<file path="src/sv/kct_pkg.sv">
// package for the keypad countdown timer
// holds the mode encoding, key codes and digit limits; no dependencies
package kct_pkg;

  typedef enum logic [2:0] {
    MODE_IDLE  = 3'd0,
    MODE_ENTER = 3'd1,
    MODE_ARMED = 3'd2,
    MODE_COUNT = 3'd3,
    MODE_DONE  = 3'd4
  } mode_t;

  localparam logic [7:0] KEY_NONE = 8'h00;
  localparam logic [7:0] KEY_STAR = 8'h2A;
  localparam logic [7:0] KEY_HASH = 8'h23;
  localparam logic [7:0] KEY_ZERO = 8'h30;
  localparam logic [7:0] KEY_NINE = 8'h39;

  localparam logic [3:0] TENS_LIMIT = 4'd5;
  localparam logic [3:0] DIGIT_MAX  = 4'd9;

  localparam int unsigned NUM_DIGITS = 4;
  localparam int unsigned IDX_W      = 3;

  localparam logic       KIND_KEY  = 1'b0;
  localparam logic       KIND_TICK = 1'b1;

endpackage

</file>
<file path="src/sv/kct_if.sv">
// valid/ready channels of the keypad countdown timer
// input items carry keypad samples or ticks, output items carry the display state
interface kct_in_if (input logic clk);
  logic       valid;
  logic       ready;
  logic       kind;
  logic [7:0] key_code;

  modport source (output valid, kind, key_code, input ready);
  modport sink   (input valid, kind, key_code, output ready);
endinterface

interface kct_out_if (input logic clk);
  logic       valid;
  logic       ready;
  logic [2:0] mode;
  logic [3:0] min_tens;
  logic [3:0] min_ones;
  logic [3:0] sec_tens;
  logic [3:0] sec_ones;
  logic [2:0] digits_entered;
  logic       finished;

  modport source (output valid, mode, min_tens, min_ones, sec_tens, sec_ones,
                  digits_entered, finished, input ready);
  modport sink   (input valid, mode, min_tens, min_ones, sec_tens, sec_ones,
                  digits_entered, finished, output ready);
endinterface

</file>
<file path="src/sv/keypad_countdown_timer.sv">
// Minutes:seconds countdown timer driven by keypad samples and one-second ticks.
// Each accepted item updates the timer state in the same cycle and yields exactly
// one output item showing mode, the four BCD digits, the entry count and a done
// flag. A new item is taken every cycle; the only limit is the single output
// register, which accepts a new item whenever it is empty or being drained in
// the same cycle. A fresh '*' restarts entry from any mode, four fresh digit
// keys arm the timer (tens clamped to 5), '#' starts the count and ticks then
// count down to 00:00 and done.
// depends on kct_pkg and the kct_in_if / kct_out_if interfaces
module keypad_countdown_timer
  import kct_pkg::*;
(
  input  logic clk,
  input  logic rst,
  kct_in_if.sink    in_ch,
  kct_out_if.source out_ch
);

  // timer state
  mode_t            mode_reg;
  mode_t            mode_next;
  logic [IDX_W-1:0] entry_index;
  logic [IDX_W-1:0] entry_index_next;
  logic [3:0]       time_digits      [NUM_DIGITS];
  logic [3:0]       time_digits_next [NUM_DIGITS];
  logic [7:0]       previous_key;
  logic [7:0]       previous_key_next;

  // output register
  logic out_valid;
  logic accept;

  // decoded item
  logic is_key;
  logic is_tick;
  logic fresh;
  logic fresh_star;
  logic is_digit;
  logic take_digit;
  logic all_zero;
  logic [IDX_W-1:0] idx_inc;

  assign in_ch.ready = !out_valid || out_ch.ready;
  assign accept      = in_ch.valid && in_ch.ready;

  // item decode
  assign is_key     = (in_ch.kind == KIND_KEY);
  assign is_tick    = (in_ch.kind == KIND_TICK);
  assign fresh      = (in_ch.key_code != previous_key);
  assign fresh_star = fresh && (in_ch.key_code == KEY_STAR);
  assign is_digit   = (in_ch.key_code >= KEY_ZERO) && (in_ch.key_code <= KEY_NINE);
  assign take_digit = fresh && is_digit && !entry_index[IDX_W-1];
  assign idx_inc    = take_digit ? entry_index + IDX_W'(1) : entry_index;
  assign all_zero   = (time_digits[0] == 4'd0) && (time_digits[1] == 4'd0) &&
                      (time_digits[2] == 4'd0) && (time_digits[3] == 4'd0);

  // next mode
  always_comb begin
    mode_next = mode_reg;
    if (is_key) begin
      if (fresh_star) begin
        mode_next = MODE_ENTER;
      end else begin
        unique case (mode_reg)
          MODE_ENTER: if (idx_inc[IDX_W-1]) mode_next = MODE_ARMED;
          MODE_ARMED: if (in_ch.key_code == KEY_HASH) mode_next = MODE_COUNT;
          default:    mode_next = mode_reg;
        endcase
      end
    end else if (mode_reg == MODE_COUNT && all_zero) begin
      mode_next = MODE_DONE;
    end
  end

  // next digits, entry count and last key
  always_comb begin
    for (int i = 0; i < NUM_DIGITS; i++) time_digits_next[i] = time_digits[i];
    entry_index_next  = entry_index;
    previous_key_next = previous_key;
    if (is_key) begin
      previous_key_next = in_ch.key_code;
      if (fresh_star || mode_reg == MODE_IDLE) begin
        for (int i = 0; i < NUM_DIGITS; i++) time_digits_next[i] = 4'd0;
        entry_index_next = '0;
      end else if (mode_reg == MODE_ENTER) begin
        if (take_digit) time_digits_next[entry_index[1:0]] = in_ch.key_code[3:0];
        entry_index_next = idx_inc;
        // clamp tens digits once all four are in
        if (idx_inc[IDX_W-1]) begin
          if (time_digits_next[0] > TENS_LIMIT) time_digits_next[0] = TENS_LIMIT;
          if (time_digits_next[2] > TENS_LIMIT) time_digits_next[2] = TENS_LIMIT;
        end
      end
    end else if (mode_reg == MODE_COUNT && !all_zero) begin
      // bcd decrement with seconds borrow to 59
      if (time_digits[3] != 4'd0) begin
        time_digits_next[3] = time_digits[3] - 4'd1;
      end else if (time_digits[2] != 4'd0) begin
        time_digits_next[2] = time_digits[2] - 4'd1;
        time_digits_next[3] = DIGIT_MAX;
      end else begin
        time_digits_next[2] = TENS_LIMIT;
        time_digits_next[3] = DIGIT_MAX;
        if (time_digits[1] != 4'd0) begin
          time_digits_next[1] = time_digits[1] - 4'd1;
        end else begin
          time_digits_next[0] = time_digits[0] - 4'd1;
          time_digits_next[1] = DIGIT_MAX;
        end
      end
    end
  end

  // state registers
  always_ff @(posedge clk) begin
    if (rst) begin
      mode_reg     <= MODE_IDLE;
      entry_index  <= '0;
      previous_key <= KEY_NONE;
      for (int i = 0; i < NUM_DIGITS; i++) time_digits[i] <= 4'd0;
    end else if (accept) begin
      mode_reg     <= mode_next;
      entry_index  <= entry_index_next;
      previous_key <= previous_key_next;
      for (int i = 0; i < NUM_DIGITS; i++) time_digits[i] <= time_digits_next[i];
    end
  end

  // output valid
  always_ff @(posedge clk) begin
    if (rst) begin
      out_valid <= 1'b0;
    end else if (accept) begin
      out_valid <= 1'b1;
    end else if (out_ch.ready) begin
      out_valid <= 1'b0;
    end
  end

  // output payload
  always_ff @(posedge clk) begin
    if (accept) begin
      out_ch.mode           <= mode_next;
      out_ch.min_tens       <= time_digits_next[0];
      out_ch.min_ones       <= time_digits_next[1];
      out_ch.sec_tens       <= time_digits_next[2];
      out_ch.sec_ones       <= time_digits_next[3];
      out_ch.digits_entered <= entry_index_next;
      out_ch.finished       <= (mode_next == MODE_DONE);
    end
  end

  assign out_ch.valid = out_valid;

  // entry never holds a full digit count
  a_enter_idx: assert property (@(posedge clk) disable iff (rst)
    mode_reg == MODE_ENTER |-> !entry_index[IDX_W-1])
    else $error("entry mode with full digit count");

  // tens digits stay clamped while counting
  a_count_tens: assert property (@(posedge clk) disable iff (rst)
    mode_reg == MODE_COUNT |-> (time_digits[0] <= TENS_LIMIT) &&
                                (time_digits[2] <= TENS_LIMIT))
    else $error("tens digit above limit while counting");

  // a tick at zero ends the count
  a_zero_done: assert property (@(posedge clk) disable iff (rst)
    accept && is_tick && mode_reg == MODE_COUNT && all_zero |=> mode_reg == MODE_DONE)
    else $error("count at zero did not reach done");

  // shown flag agrees with shown mode
  a_finished: assert property (@(posedge clk) disable iff (rst)
    out_valid |-> (out_ch.finished == (out_ch.mode == MODE_DONE)))
    else $error("finished flag disagrees with mode");

endmodule
</file>
<file path="src/flat_wrapper.sv">
// flat-port wrapper written by rule: the top's interface ports become plain ports
module keypad_countdown_timer_flat import kct_pkg::*;
  (clk, rst, in_ch_valid, in_ch_kind, in_ch_key_code, in_ch_ready, out_ch_valid, out_ch_mode, out_ch_min_tens, out_ch_min_ones, out_ch_sec_tens, out_ch_sec_ones, out_ch_digits_entered, out_ch_finished, out_ch_ready);
  kct_in_if in_ch_i (.clk(clk));
  kct_out_if out_ch_i (.clk(clk));
  input  logic clk;
  input  logic rst;
  input wire logic [$bits(in_ch_i.valid)-1:0] in_ch_valid;
  input wire logic [$bits(in_ch_i.kind)-1:0] in_ch_kind;
  input wire logic [$bits(in_ch_i.key_code)-1:0] in_ch_key_code;
  output wire logic [$bits(in_ch_i.ready)-1:0] in_ch_ready;
  output wire logic [$bits(out_ch_i.valid)-1:0] out_ch_valid;
  output wire logic [$bits(out_ch_i.mode)-1:0] out_ch_mode;
  output wire logic [$bits(out_ch_i.min_tens)-1:0] out_ch_min_tens;
  output wire logic [$bits(out_ch_i.min_ones)-1:0] out_ch_min_ones;
  output wire logic [$bits(out_ch_i.sec_tens)-1:0] out_ch_sec_tens;
  output wire logic [$bits(out_ch_i.sec_ones)-1:0] out_ch_sec_ones;
  output wire logic [$bits(out_ch_i.digits_entered)-1:0] out_ch_digits_entered;
  output wire logic [$bits(out_ch_i.finished)-1:0] out_ch_finished;
  input wire logic [$bits(out_ch_i.ready)-1:0] out_ch_ready;
  assign in_ch_i.valid = in_ch_valid;
  assign in_ch_i.kind = in_ch_kind;
  assign in_ch_i.key_code = in_ch_key_code;
  assign in_ch_ready = in_ch_i.ready;
  assign out_ch_valid = out_ch_i.valid;
  assign out_ch_mode = out_ch_i.mode;
  assign out_ch_min_tens = out_ch_i.min_tens;
  assign out_ch_min_ones = out_ch_i.min_ones;
  assign out_ch_sec_tens = out_ch_i.sec_tens;
  assign out_ch_sec_ones = out_ch_i.sec_ones;
  assign out_ch_digits_entered = out_ch_i.digits_entered;
  assign out_ch_finished = out_ch_i.finished;
  assign out_ch_i.ready = out_ch_ready;
  keypad_countdown_timer u_core (.clk(clk), .rst(rst), .in_ch(in_ch_i), .out_ch(out_ch_i));
endmodule
</file>
<file path="config.mk">
export PLATFORM = sky130hd
export DESIGN_NAME = keypad_countdown_timer_flat
export DESIGN_NICKNAME = d
export VERILOG_FILES = /design/src/sv/kct_pkg.sv /design/src/sv/kct_if.sv /design/src/sv/keypad_countdown_timer.sv /design/src/flat_wrapper.sv
export SDC_FILE = /design/constraint.sdc
export NUM_CORES = 1
export LEC_CHECK = 0
export BUFFER_PORTS_ARGS = -buffer_cell sky130_fd_sc_hd__buf_2
export CAP_MARGIN = 10
export CORE_UTILIZATION = 35
export CTS_CLUSTER_SIZE = 24
export DETAILED_ROUTE_END_ITERATION = 12
export PLACE_DENSITY_LB_ADDON = 0.08
export SLEW_MARGIN = 10
export SYNTH_ARGS = -nofsm -noshare
export SYNTH_HDL_FRONTEND = slang
export SYNTH_SLANG_ARGS = --single-unit
</file>
<file path="constraint.sdc">
create_clock -name clk -period 4.5 [get_ports clk]
set_input_delay 0.675 -clock clk [delete_from_list [all_inputs] [get_ports clk]]
set_output_delay 0.675 -clock clk [all_outputs]
set_load 0.02 [all_outputs]
</file>
==> run metrics, run 1 <==
status finished, final reports clean; critical path arrival 2.99 ns; initial antenna violation count 0; die width 101 um; clock-pin slew on the worst setup and hold paths 0.11 ns; synthesis-to-finish area growth 11.5%; Total Wirelength 9.28 mm; number of max-cap violations 0; Final TNS setup 0 ns; die height 101 um; Starting Density 0.364; #FFs+latches synth 54; Mapped Avg Cell Area 9.52 um2; Final Hold Fails 0; leakage 0.00136 uW; TritonCTS Buffers 5; logic depth of the worst path, buffers included 6; RSZ-0062 raised after global routing no; Nets 401; antenna fix cells 0; WL per Instance 18.1 um; CP Max Fanout 11; placed insts 505; vias post-DR 2927; first-pass GRT wire length 15.3 mm; Final Core Density 0.406; Setup crit start u_core.mode_reg[0]; warning count from the yosys run 0; DR iter-0 viols 181; Req. time, crit path 4.58 ns; EDFF count, synth 39; Final Non-Filler Cells 513; setup ws final 1.59 ns; max FFs per register 16; VDD IR max 0.124 mV; vias in the first global route 2817; port bufs 37; Seq/Total Area, Yosys 0.433; CTS-repair resized insts 0; cts hold-fix bufs 0; Hold Path Class flip-flop to flip-flop; Top-Level Pins 38; final clock skew 0.0113 ns; CP top delay family simple AND/OR/NAND/NOR gates; remaining global-route overflow 0; most frequent cells in the layout 50 x nand2_1, 39 x edfxtp_1, 37 x buf_2; Worst-Skew Late Latency 0.31 ns; GR Util All Layers 0.196; Routed Antenna Nets 0; Async S/R FF share, synth 0; Crit-path slowest cell a2111oi_4; Main synth FF type edfxtp_1; std cell rows 35; commonest non-fill, non-tap cell in the layout nand2_1; Setup crit end u_core.time_digits[1][0]; largest registers u_core.time_digits (16), u_core.previous_key (8); crit share post-route 0.646; fill cell count 951; Sink Count 54; Worst setup SP type flip-flop; FF-to-FF path depth 6; Slew HR 0.360; CTS H-tree lvls 2; TritonRoute pass-1 iters 5; Cell variety after synth 66; critical path type flip-flop to flip-flop; RR Endpoint u_core.time_digits[1][0]; clk buf depth 2; postcts setup bufs 0; Setup-failing EPs final 0; Max Clock Freq 344 MHz; pin count of the biggest net entering global routing 29; Placement Setup Slack 1.37 ns; HPWL Detailed 6.70 mm; FF-to-FF setup slack 1.59 ns; crit path time final 2.91 ns; Least-Margin Pin Slew 0.960 ns; Cells after Synth 357; Hold Startpoint u_core.previous_key[6]; pwr/cell area 284 nW/um2; Mapped Area 3400 um2; final RePlAce weighted congestion 0.825; Buf/Inv on CP 0; Min Hold Slack 0.473 ns; vias per inst 5.71; CP cell instances nor2b_1 > nand2b_1 > a2111oi_4 > nand2_1 > a311o_1 > and2_1; FF-to-FF Start u_core.mode_reg[0]; Clock Root Buffer clkbuf_8; CTS tree built; layout cell share with drive strength beyond 1 0.156; die area 10100 um2; Slew Limit Fails 0; syn nets 375; Max stage delay on crit path 0.67 ns; Largest Register u_core.time_digits; DRC violation count after routing 0; Crit. End Element flip-flop; core area 9330 um2
[how the worst min path moves through the flow]
stage,slack [ns],cells past startpoint,to
detailed placement,0.46,2,u_core.previous_key[7]
floorplan,0.45,2,u_core.previous_key[0]
CTS,0.48,2,u_core.previous_key[7]
global route,0.50,2,u_core.previous_key[2]
global placement,0.46,2,u_core.previous_key[4]
finish,0.47,2,u_core.previous_key[6]
[tightest hold or removal path, cell delays in order, from the launching register on]
cell and delay, ns:
dfxtp_1 0.33, nand2_1 0.05, a21oi_1 0.05
[cells in the mapped netlist, types with 5 or more instances]
| cell | n | area [um2] |
|---|---|---|
| nand2_1 | 50 | 188 |
| edfxtp_1 | 39 | 1170 |
| a21oi_1 | 28 | 140 |
| clkbuf_1 | 16 | 60.1 |
| nor2_1 | 16 | 60.1 |
| nor3_1 | 16 | 80.1 |
| dfxtp_1 | 15 | 300 |
| inv_1 | 12 | 45.0 |
| xnor2_1 | 11 | 96.3 |
| and2_1 | 9 | 56.3 |
| mux2i_1 | 9 | 90.1 |
| nand3_1 | 9 | 45.0 |
| o22ai_1 | 8 | 50.1 |
| nand2b_1 | 7 | 43.8 |
| o31ai_1 | 6 | 45.0 |
| ha_1 | 5 | 62.6 |
| o21ai_0 | 5 | 25.0 |
[cell families (layout without fill, tap and decap cells)]
| kind of cell | after synthesis | in the layout | synth area share |
|---|---|---|---|
| AND/OR/NAND/NOR | 143 | 143 | 0.219 |
| AO/OA/AOI/OAI | 99 | 99 | 0.227 |
| flip-flops | 54 | 54 | 0.433 |
| buffers and inverters | 35 | 62 | 0.0442 |
| XOR/XNOR | 11 | 11 | 0.0283 |
| multiplexers | 10 | 10 | 0.0298 |
| adder cells (fa/ha/maj) | 5 | 5 | 0.0184 |
[per-layer routing]
layer / wire length (um) / global-route usage
met4: 165 / 0.0602
met2: 4300 / 0.312
met1: 4430 / 0.275
met3: 382 / 0.0291
met5: 0 / 0
[area by class of cell]
type / instances / area, um2 / area share
Clock buffer: 7 / 86.3 / 0.0228
Clock inverter: 1 / 30.0 / 0.00792
Inverter: 13 / 48.8 / 0.0129
Multi-Input combinational cell: 268 / 1780 / 0.469
Sequential cell: 54 / 1470 / 0.388
Tap cell: 129 / 161 / 0.0426
Timing Repair Buffer: 41 / 215 / 0.0568
[metrics by stage]
step                power [uW]  cell area (um2)
detailed placement         740             3670
finish                    1080             3790
CTS                       1080             3790
global placement           739             3670
global route              1120             3790
floorplan                  691             3400
[power by group]
group / switching (uW) / total [uW] / internal, uW
logic: 100 / 149 / 48.5
clock network: 166 / 348 / 182
registers: 19.5 / 580 / 560
total: 285 / 1080 / 791
Power figures use the tool's default switching activity.
==> inputs of run 2 (changes only) <==
- clock period: 4.5 -> 2.6 ns (I/O delays scaled with it)
==> run 2 against run 1 <==
Sequential cell count stayed put; combinational power is 96% higher; final area is 6.2% higher; critical endpoint unchanged; highest routed layer unchanged.
==> run metrics, run 2 (same netlist as run 1, synthesis figures left out) <==
WL per Instance 17.5 um (-3.2%); core area 9330 um2 (unchanged); HPWL Detailed 7.15 mm (+6.7%); critical path type flip-flop to flip-flop; die height 101 um (unchanged); placed insts 540 (+6.9%); antenna fix cells 0 (unchanged); Hold Path Class primary input to flip-flop; first-pass GRT wire length 15.7 mm (+2.5%); postcts setup bufs 0 (unchanged); CP Max Fanout 5 (-6); Final Core Density 0.432 (+0.0252); initial antenna violation count 0 (unchanged); setup ws final 0.106 ns (-1.49 ns); VDD IR max 0.186 mV (+50%); Least-Margin Pin Slew 0.524 ns (-0.436 ns); Final Hold Fails 0 (unchanged); Min Hold Slack 0.324 ns (-0.149 ns); GRT busiest layer met2; largest registers u_core.time_digits (16), u_core.previous_key (8); number of max-cap violations 0 (unchanged); CTS H-tree lvls 2 (unchanged); Nets 436 (+8.7%); pwr/cell area 436 nW/um2 (+53%); DR iter-0 viols 182 (+0.55%); Total Wirelength 9.58 mm (+3.2%); Worst-Skew Late Latency 0.31 ns (about the same); final RePlAce weighted congestion 0.839 (+1.7%); FF-to-FF Start u_core.time_digits[3][1]; synthesis-to-finish area growth 18.4%; most frequent CP cell or3_1; RSZ-0062 raised after global routing no; TritonRoute pass-1 iters 4 (-1); layout cell share with drive strength beyond 1 0.230 (+0.0734); Req. time, crit path 2.68 ns (-1.90 ns); commonest non-fill, non-tap cell in the layout nand2_1; std cell rows 35 (unchanged); CTS tree built; remaining global-route overflow 0 (unchanged); critical path arrival 2.57 ns (-0.42 ns); fill cell count 955 (+0.42%); clk buf depth 2 (unchanged); clock-pin slew on the worst setup and hold paths 0.10 ns (about the same); Worst setup SP type flip-flop; Slew HR 0.650 (+0.290); Routed Antenna Nets 0 (unchanged); GR Util All Layers 0.202 (+0.00621); Max stage delay on crit path 0.50 ns (-0.17 ns); M2 GR Usage 0.328 (+0.0153); Hold Startpoint in_ch_valid; crit path time final 2.49 ns (-0.412 ns); Max Clock Freq 401 MHz (+17%); met3 track demand over resource 0.0243 (-0.00485); Final TNS setup 0 ns (unchanged); max FFs per register 16 (unchanged); Largest Register u_core.time_digits; status finished, final reports clean; Top-Level Pins 38 (unchanged); Slew Limit Fails 0 (unchanged); Setup crit start u_core.time_digits[3][1]; CP cell instances or3_1 > or3_1 > o41ai_1 > a21oi_1 > a311o_1 > and2_1; most frequent cells in the layout 50 x nand2_1, 39 x buf_4, 39 x edfxtp_1; Starting Density 0.364 (unchanged); Setup-failing EPs final 0 (unchanged); CP top delay family simple AND/OR/NAND/NOR gates; TritonCTS Buffers 5 (unchanged); final clock skew 0.0108 ns (-0.000537 ns); met1 Track Usage GR 0.289 (+0.0138); Clock Root Buffer clkbuf_8; leakage 0.00152 uW (+11%); vias post-DR 3026 (+3.4%); vias in the first global route 2843 (+0.92%); die width 101 um (unchanged); Placement Setup Slack 0.103 ns (-1.27 ns); die area 10100 um2 (unchanged); Crit-path slowest cell or3_1; area of the multi-input gates 1790 um2 (+0.49%); Crit. End Element flip-flop; vias per inst 5.53 (-3.0%); Sink Count 54 (unchanged); crit share post-route 0.959 (+0.313); Final Non-Filler Cells 547 (+6.6%); Buf/Inv on CP 0 (unchanged); pin count of the biggest net entering global routing 28 (-3.4%); port bufs 37 (unchanged); DRC violation count after routing 0 (unchanged); Sequential Area 1470 um2 (unchanged)
## run 2: cell types whose count changed in the layout (fill, tap and decap cells not counted), sizes merged
cell	previous run	this run
clkinvlp	0	1
buf	41	76
clkbuf	7	6
bufinv	1	0
## run 2: final cells by class
cell class | instances | share of cell area
clock buffers | 6 | 0.0180
clock inverters | 1 | 0.00186
inverters | 13 | 0.0121
multi-input cells | 268 | 0.444
flip-flops and latches | 54 | 0.365
well taps | 129 | 0.0401
repair buffers | 76 | 0.119
## run 2: where the power goes
group | switching (uW) | internal (uW)
logic | 186 | 107
clock network | 280 | 186
registers | 26.8 | 969
total | 492 | 1260
## run 2: per-layer routing
layer / share of wire / vias up
met5: 0 / -
met4: 0.0040 / 0
met3: 0.043 / 2
met2: 0.47 / 65
met1: 0.48 / 1477
li1: - / 1482
## run 2: path summary, 6_finish.rpt
| path | end | slack, ns | cells after the start |
|---|---|---|---|
| hold reg to reg | u_core.previous_key[6] | 0.47 | 2 |
| hold / removal | u_core.out_ch.valid | 0.32 | 3 |
| setup reg to reg | u_core.time_digits[1][0] | 0.11 | 6 |
| setup / recovery | u_core.time_digits[1][0] | 0.11 | 6 |
## run 2: worst min-delay path: stages
cell and delay, ns:
buf_2 0.10, inv_1 0.05, a21oi_1 0.05
## run 2: timing repair
| item | CTS | global route |
|---|---|---|
| gates resized for setup | 0 | 3 |
| hold buffers | 0 | 0 |
| setup endpoints to repair | 0 | 8 |
| endpoints found under the hold margin | 0 | 0 |
## run 2: stage by stage
step	total power (uW)	cell area [um2]
after floorplan	1200	3400
after global placement	1310	3940
after detailed placement	1310	3940
after CTS	1770	4020
after global routing	1840	4030
final	1750	4030
==> inputs of run 3 (changes only) <==
- CELL_PAD_IN_SITES_DETAIL_PLACEMENT: default -> 1
- CELL_PAD_IN_SITES_GLOBAL_PLACEMENT: default -> 2
- CORE_UTILIZATION: 35 -> 33
- SLEW_MARGIN: 10 -> default
==> run 3 against run 2 <==
Critical path type unchanged; worst hold slack lost 0.021 ns; largest cell class unchanged; critical endpoint is now u_core.time_digits[0][3]; core utilization fell by 1.4 points; total power up 1.9%; final area is 2.3% higher; via count increased by 3.8%; sequential share of layout area shrank 0.81 points; die area rose by 5.9%; sequential power about the same.
==> run metrics, run 3 (same netlist as run 1, synthesis figures left out) <==
status finished, final reports clean; CP top delay family simple AND/OR/NAND/NOR gates; critical path type flip-flop to flip-flop; Routed Antenna Nets 0 (unchanged); Worst-Skew Late Latency 0.32 ns (about the same); hold path depth 3 (unchanged); CTS tree built; Largest Register u_core.time_digits; Final Power 1790 uW (+1.9%); placed insts 553 (+2.4%); RR Endpoint u_core.time_digits[0][3]; crit path time final 2.46 ns (-0.0366 ns); met3 track demand over resource 0.0316 (+0.00731); initial antenna violation count 0 (unchanged); Total Wirelength 11.1 mm (+15%); Crit. End Element flip-flop; FF-to-FF path depth 6 (unchanged); final RePlAce weighted congestion 0.801 (-4.6%); commonest non-fill, non-tap cell in the layout nand2_1; most frequent cells in the layout 50 x nand2_1, 48 x buf_4, 39 x edfxtp_1; Final Non-Filler Cells 561 (+2.6%); vias in the first global route 3115 (+9.6%); Slew HR 0.595 (-0.0556); Gate power share 0.173 (+0.006); WL per Instance 19.7 um (+13%); DRC violation count after routing 0 (unchanged); leakage 0.00156 uW (+3.1%); Top-Level Pins 38 (unchanged); critical path arrival 2.55 ns (-0.02 ns); Setup-failing EPs final 0 (unchanged); core area 9860 um2 (+5.8%); Clock Root Buffer clkbuf_8; largest registers u_core.time_digits (16), u_core.previous_key (8); CTS H-tree lvls 2 (unchanged); postcts setup bufs 0 (unchanged); number of max-cap violations 0 (unchanged); die width 103 um (+2.9%); vias per inst 5.60 (+1.2%); pwr/cell area 434 nW/um2 (-0.39%); HPWL Detailed 8.20 mm (+15%); Nets 445 (+2.1%); CP cell instances or3_1 > a211oi_2 > nand3_1 > or4_1 > xnor2_1 > a32o_1; std cell rows 36 (+2.9%); DR iter-0 viols 152 (-16%); GR Util All Layers 0.225 (+0.0222); CP Max Fanout 5 (unchanged); layout cell share with drive strength beyond 1 0.245 (+0.0157); Hold Path Class primary input to flip-flop; first-pass GRT wire length 17.8 mm (+13%); crit share post-route 0.945 (-0.0141); RSZ-0062 raised after global routing no; CTS-repair resized insts 0 (unchanged); Req. time, crit path 2.69 ns (about the same); die height 103 um (+2.9%); Final TNS setup 0 ns (unchanged); Sink Count 54 (unchanged); VDD IR max 0.205 mV (+11%); FF-to-FF Start u_core.time_digits[3][3]; FF-to-FF setup slack 0.14 ns (+0.04 ns); final clock skew 0.0127 ns (+0.00195 ns); remaining global-route overflow 0 (unchanged); pin count of the biggest net entering global routing 27 (-3.6%); max FFs per register 16 (unchanged); Final Hold Fails 0 (unchanged); Hold Startpoint in_ch_valid; switch share 0.287 (+0.00612); met1 Track Usage GR 0.309 (+0.0208); Starting Density 0.345 (-0.0198); die area 10700 um2 (+5.9%); synthesis-to-finish area growth 21.1%; NetSw 512 uW (+4.1%); TritonRoute pass-1 iters 4 (unchanged); power share of the sequential group 0.558 (-0.010); Buf/Inv on CP 0 (unchanged); fill cell count 1135 (+19%); Least-Margin Pin Slew 0.608 ns (+0.0844 ns); Crit-path slowest cell or3_1; antenna fix cells 0 (unchanged); Worst Hold Path EP u_core.out_ch.valid; cts hold-fix bufs 0 (unchanged); clk buf depth 2 (unchanged); M2 GR Usage 0.368 (+0.0401); clock-pin slew on the worst setup and hold paths 0.10 ns (about the same); Max stage delay on crit path 0.50 ns (about the same); Max Clock Freq 407 MHz (+1.5%); Worst setup SP type flip-flop; power share of the clock group 0.269 (+0.004); port bufs 37 (unchanged); GRT busiest layer met2; cell-internal power 1270 uW (+1.0%); Slew Limit Fails 0 (unchanged); TritonCTS Buffers 5 (unchanged); vias post-DR 3140 (+3.8%)
## run 3: power groups by stage
stage / registers (uW) / logic (uW) / clock network, uW
detailed placement: 1020 / 308 / 0
finish: 997 / 309 / 480
global placement: 1020 / 303 / 0
floorplan: 1040 / 155 / 0
CTS: 997 / 309 / 508
global route: 1000 / 341 / 521
## run 3: layer usage
layer | part of all wire | wire (um) | up-vias
li1 | - | - | 1502
met1 | 0.49 | 5380 | 1573
met2 | 0.47 | 5230 | 57
met3 | 0.029 | 316 | 8
met4 | 0.012 | 131 | 0
met5 | 0 | 0 | -
## run 3: how the worst max path moves through the flow
stage,startpoint,end,cells after the start
after floorplan,in_ch_key_code[0],u_core.out_ch.min_tens[2],8
after global placement,in_ch_key_code[7],u_core.out_ch.min_tens[2],7
after detailed placement,in_ch_key_code[7],u_core.out_ch.sec_tens[3],8
after CTS,u_core.time_digits[0][1],u_core.time_digits[1][0],10
after global routing,u_core.time_digits[0][1],u_core.time_digits[0][3],9
final,u_core.time_digits[3][3],u_core.time_digits[0][3],6
## run 3: per-stage QoR
| stage | util | hold WS (ns) | area (um2) | worst slack (ns) |
|---|---|---|---|---|
| floorplan | - | 0.449 | 3400 | 0.0348 |
| detailed placement | 0.407 | 0.463 | 4010 | -0.0800 |
| global placement | 0.407 | 0.454 | 4010 | 0.0225 |
| global route | 0.417 | 0.295 | 4120 | 0.00802 |
| finish | 0.417 | 0.303 | 4120 | 0.142 |
| CTS | 0.415 | 0.291 | 4090 | 0.0623 |
## run 3: worst min-delay path: stages
cell     delay [ns]
buf_2          0.10
inv_1          0.04
a21oi_1        0.05
## run 3: layout make-up
class	count	area, um2	share of cell area
Timing Repair Buffer	85	546	0.132
Tap cell	133	166	0.0404
Clock buffer	8	80.1	0.0194
Sequential cell	54	1470	0.357
Inverter	13	48.8	0.0119
Multi-Input combinational cell	268	1810	0.438
